--- src/rtl/lcpe_pkg.sv ---
// Package for the LED chain pulse encoder: request, response, config and status types,
// command/status/register codes and the phase-length helpers.
// No dependencies.
package lcpe_pkg;

    localparam int BITS_PER_LED = 24;
    localparam int WORD_W       = 24;
    localparam int CFG_INDEX_W  = 3;
    localparam int CFG_DATA_W   = 9;

    // Timing register reset values, in ticks
    localparam logic [7:0] ONE_HIGH_RESET  = 8'd64;
    localparam logic [7:0] ONE_LOW_RESET   = 8'd36;
    localparam logic [7:0] ZERO_HIGH_RESET = 8'd32;
    localparam logic [7:0] ZERO_LOW_RESET  = 8'd68;

    typedef enum logic [1:0] {
        CMD_WRITE = 2'd0,
        CMD_CLEAR = 2'd1,
        CMD_START = 2'd2,
        CMD_TICK  = 2'd3
    } cmd_t;

    typedef enum logic [1:0] {
        STATUS_OK    = 2'd0,
        STATUS_RANGE = 2'd1,
        STATUS_BUSY  = 2'd2
    } status_t;

    typedef enum logic [2:0] {
        REG_LED_COUNT = 3'd0,
        REG_ONE_HIGH  = 3'd1,
        REG_ONE_LOW   = 3'd2,
        REG_ZERO_HIGH = 3'd3,
        REG_ZERO_LOW  = 3'd4
    } reg_index_t;

    typedef enum logic [3:0] {
        S_INIT  = 4'b0001,
        S_IDLE  = 4'b0010,
        S_CLEAR = 4'b0100,
        S_FRAME = 4'b1000
    } state_t;

    typedef struct packed {
        logic [8:0] led_count;
        logic [7:0] one_high;
        logic [7:0] one_low;
        logic [7:0] zero_high;
        logic [7:0] zero_low;
    } cfg_t;

    typedef struct packed {
        cmd_t       cmd;
        logic [7:0] pixel_index;
        logic [7:0] red_value;
        logic [7:0] green_value;
        logic [7:0] blue_value;
    } req_t;

    typedef struct packed {
        status_t status;
        logic    line_level;
        logic    busy_res;
        logic    frame_done;
    } rsp_t;

    typedef struct packed {
        state_t state;
        logic   load_pending;
        logic   ram_we;
    } eng_status_t;

    // A programmed length of zero behaves as one tick
    function automatic logic [7:0] at_least_one(input logic [7:0] v);
        return (v == 8'd0) ? 8'd1 : v;
    endfunction

    // Length of the high or low phase for the given data bit
    function automatic logic [7:0] phase_len(input logic bit_val, input logic high,
                                             input cfg_t cfg);
        logic [7:0] sel;
        if (high)
        begin
            sel = bit_val ? cfg.one_high : cfg.zero_high;
        end
        else
        begin
            sel = bit_val ? cfg.one_low : cfg.zero_low;
        end
        return at_least_one(sel);
    endfunction

endpackage

--- src/rtl/lcpe_cfg.sv ---
// Configuration register file: LED count and the four bit-timing registers.
// Depends on lcpe_pkg.
module lcpe_cfg (
    input  logic                                clk,
    input  logic                                rst_n,
    input  logic                                cfg_valid,
    output logic                                cfg_ready,
    input  logic [lcpe_pkg::CFG_INDEX_W-1:0]    cfg_index,
    input  logic [lcpe_pkg::CFG_DATA_W-1:0]     cfg_data,
    output lcpe_pkg::cfg_t                      cfg
);

    lcpe_pkg::cfg_t cfg_reg;
    lcpe_pkg::cfg_t cfg_next;

    assign cfg_ready = 1'b1;

    // Register write decode; unknown indexes are dropped
    always_comb
    begin
        cfg_next = cfg_reg;
        if (cfg_valid)
        begin
            unique case (lcpe_pkg::reg_index_t'(cfg_index))
                lcpe_pkg::REG_LED_COUNT: cfg_next.led_count = cfg_data;
                lcpe_pkg::REG_ONE_HIGH:  cfg_next.one_high  = cfg_data[7:0];
                lcpe_pkg::REG_ONE_LOW:   cfg_next.one_low   = cfg_data[7:0];
                lcpe_pkg::REG_ZERO_HIGH: cfg_next.zero_high = cfg_data[7:0];
                lcpe_pkg::REG_ZERO_LOW:  cfg_next.zero_low  = cfg_data[7:0];
                default:                 cfg_next = cfg_reg;
            endcase
        end
    end

    always_ff @(posedge clk or negedge rst_n)
    begin
        if (!rst_n)
        begin
            cfg_reg.led_count <= 9'd0;
            cfg_reg.one_high  <= lcpe_pkg::ONE_HIGH_RESET;
            cfg_reg.one_low   <= lcpe_pkg::ONE_LOW_RESET;
            cfg_reg.zero_high <= lcpe_pkg::ZERO_HIGH_RESET;
            cfg_reg.zero_low  <= lcpe_pkg::ZERO_LOW_RESET;
        end
        else
        begin
            cfg_reg <= cfg_next;
        end
    end

    assign cfg = cfg_reg;

endmodule

--- config.mk ---
export PLATFORM = sky130hd
export DESIGN_NAME = lcpe_cfg
export DESIGN_NICKNAME = d
export VERILOG_FILES = /design/src/rtl/lcpe_pkg.sv /design/src/rtl/lcpe_cfg.sv
export SDC_FILE = /design/constraint.sdc
export NUM_CORES = 1
export LEC_CHECK = 0
export ABC_AREA = 1
export BUFFER_PORTS_ARGS = -buffer_cell sky130_fd_sc_hd__buf_2
export CORE_UTILIZATION = 53
export CTS_CLUSTER_DIAMETER = 60
export CTS_CLUSTER_SIZE = 40
export DETAILED_ROUTE_END_ITERATION = 10
export GPL_ROUTABILITY_DRIVEN = 0
export GPL_TIMING_DRIVEN = 0
export HOLD_SLACK_MARGIN = 0.05
export PLACE_DENSITY = 0.92
export SLEW_MARGIN = 10
export SYNTH_ARGS = -nofsm -noshare
export SYNTH_HDL_FRONTEND = slang
export SYNTH_SLANG_ARGS = --single-unit
--- constraint.sdc ---
create_clock -name clk -period 2.02 [get_ports clk]
set_input_delay 0.303 -clock clk [delete_from_list [all_inputs] [get_ports clk]]
set_output_delay 0.303 -clock clk [all_outputs]
set_load 0.05 [all_outputs]
==> results by group <==
Job
  – Maximum Capacitance Violations: 0

Worst setup path
  – Worst-path cell chain: buf_2
  – CP delay by family, top: flip-flops
  – CP startpoint kind: flop
  – Critical path required time: 1.72 ns
  – CP Buf/Inv Count: 1
  – Max stage delay cell, worst path: dfstp_2
  – Worst path max stage delay: between 0.5 and 0.6 ns
  – Worst Path Max Fanout: 2
  – Critical Path End Type: output port
  – Kind of critical path: reg2out
  – Critical Path AT: approximately 1.2 ns

Placement
  – Pre-CTS setup slack: 0.781 ns
  – Port bufs: 55
  – Placed cells: 288
  – Placement Cell Area: 2040 um2
  – HPWL Detailed: 2.67 mm

Final layout
  – Final non-filler cell area: 2090 um2
  – Proportion of layout cells with a drive suffix above 1: between 30% and 40%
  – Layout Cells excl Fill: 296
  – Fill count: 248
  – Ant. Diodes: 0
  – Area Overhead vs Synth: 22.6%
  – Nets: 266
  – Max reg flops: 41

Timing
  – RSZ-0062 raised after global routing: no
  – Pins Over Slew Limit: 0
  – Crit share post-route: 72.3%
  – Fin Setup TNS: 0 ns
  – Final Setup Violations: 0
  – Fin. Hold Viols: 0
  – Worst slew pin tran: 0.839 ns
  – Slew headroom: 44.1%
  – Max Clk Rate: 685 MHz
  – PnR worst setup slack: around 0.56 ns
  – Final Critical Period: 1.46 ns
  – Final clock skew: 0 ns

Route
  – Via count: between 1000 and 1500
  – DR vias/cell: 4.95
  – WL final: approximately 3.8 mm
  – Initial DRC Count: 74
  – Antenna-violating nets left: 0
  – 1st-pass router iterations: 5
  – DRC: 0
  – DR WL/cell: 12.7 um

Power and ir drop
  – Seq pwr share: 44.2%
  – Psw: 1110 uW
  – Cell-internal power: 1310 uW
  – Leakage: ~0.0012 uW
  – Max VDD drop: about 0.47 mV
  – Tot Pwr: 2420 uW
  – Comb power frac: 39.7%
  – P per Cell Area: 1160 nW/um2
  – Clk network pwr share: 16.1%
  – Switching share of power: 45.8%

Global routing
  – Initial antenna violation count: 0
  – GRT Util Overall: 24.1%
  – Total grt overflow: 0
  – Global-route wire length before repair: 5.91 mm
  – Vias in the first global route: 1302
  – Largest net degree at the start of global routing: 42

CTS
  – Clk_lat worst skew: about 0.35 ns
  – Root buf cell: clkbuf_4
  – Clk buf depth: 2
  – CTS clk-pin slew, worst paths: 0.12 ns
  – Post-CTS Setup Inserts: 0
  – CTS Sinks: 41
  – Post-CTS Hold Fix Bufs: 0
  – Post-cts sizing count: 0
  – CTS tree: built
  – H-tree depth: 2
  – Cts bufs inserted: 5

Floorplanning
  – Die width: ~59 um
  – Die ar.: 3450 um2
  – Die Ht: between 50 and 60 um
  – Core area: about 3000 um2
  – IO Count: 57
  – Num rows: 20
  – Starting density of the core: a little under three fifths

Yosys
  – Yosys warning total: 0
  – Mapped Cells: 189
  – Post-synthesis sequential area ratio: 60.6%
  – Synth Register Bits: slightly above 40
  – Cell variety after synth: 15
  – Synthesized Nets: around 200
  – Syn avg cell area: about 9 um2
  – Cell Area, Synth: 1710 um2

Outcome
  – Run status: finished clean

Hold path
  – Worst hold path class: in2async
[cells in the mapped netlist, drive strengths merged]
cell / count / share of area, %
nand3: 33 / 9.7
inv: 5 / 1.1
nand2: 98 / 23
clkinv: 1 / 0.22
buf: 5 / 2.5
dfstp: 6 / 9.2
nor2: 5 / 3.0
conb: 1 / 0.22
dfrtp: 35 / 51
[placed cells by master, fill, tap and decap left out]
cell type	count
nand2_1	94
buf_2	56
dfrtp_1	35
nand3_1	33
dfstp_2	6
clkbuf_4	5
nor2_4	4
inv_1	3
inv_2	2
buf_6	2
nand2_4	2
nand2_2	2
buf_4	2
clkinv_2	2
nor2_2	1
clkinv_1	1
conb_1	1
clkinvlp_4	1
[path summary, 6_finish.rpt]
| check | cells past startpoint | slack [ns] | endpoint | startpoint |
|---|---|---|---|---|
| worst max-delay path | 1 | 0.56 | cfg[6] | cfg[6] |
| worst min-delay path | 1 | 0.04 | cfg[23] | rst_n |
| worst max register to register | 2 | 1.31 | cfg[2] | cfg[2] |
| worst min register to register | 2 | 0.47 | cfg[21] | cfg[21] |
| max in group asynchronous | 1 | 1.44 | cfg[15] | rst_n |
| min in group clk | 3 | 0.20 | cfg[40] | cfg_data[8] |
[logic make-up (layout without fill, tap and decap cells)]
logic type / count (synthesis) / after routing / share of synthesized area, %
buffers and inverters: 11 / 74 / 3.81
DFF: 41 / 41 / 60.6
other: 1 / 1 / 0.220
and+or+nand+nor: 136 / 136 / 35.4
[area by class of cell]
cell class              count  area (um2)  area share (%)
inverters                   6        22.5            1.08
repair buffers             55         275            13.2
flip-flops and latches     41        1030            49.4
well taps                  44        55.1            2.63
multi-input cells         137         608            29.1
clock inverters             3        17.5           0.837
clock buffers               5        37.5            1.79
plain buffers               5        42.5            2.03
[through the flow]
stage | util, % | hold slack, ns
2_1_floorplan | - | 0.00741
3_3_place_gp | 66.7 | 0.448
3_5_place_dp | 66.7 | 0.451
4_1_cts | 68.5 | 0.0645
5_1_grt | 68.5 | 0.0809
6_report | 68.5 | 0.0381
[power groups by stage]
stage,Combinational [uW],Clock (uW),Sequential [uW]
after detailed placement,962,0,1080
after CTS,966,397,1070
final,960,389,1070
after floorplan,163,0,1640
after global routing,1020,434,1090
after global placement,946,0,1080
[per-layer routing]
metal	vias up	wire, um	GRT usage (%)
met4	0	112	16.7
li1	717	-	-
met2	57	1770	36.2
met1	680	1630	30.1
met5	-	0	0
met3	12	248	7.03
Note: power is estimated with default switching activity, not from simulation.
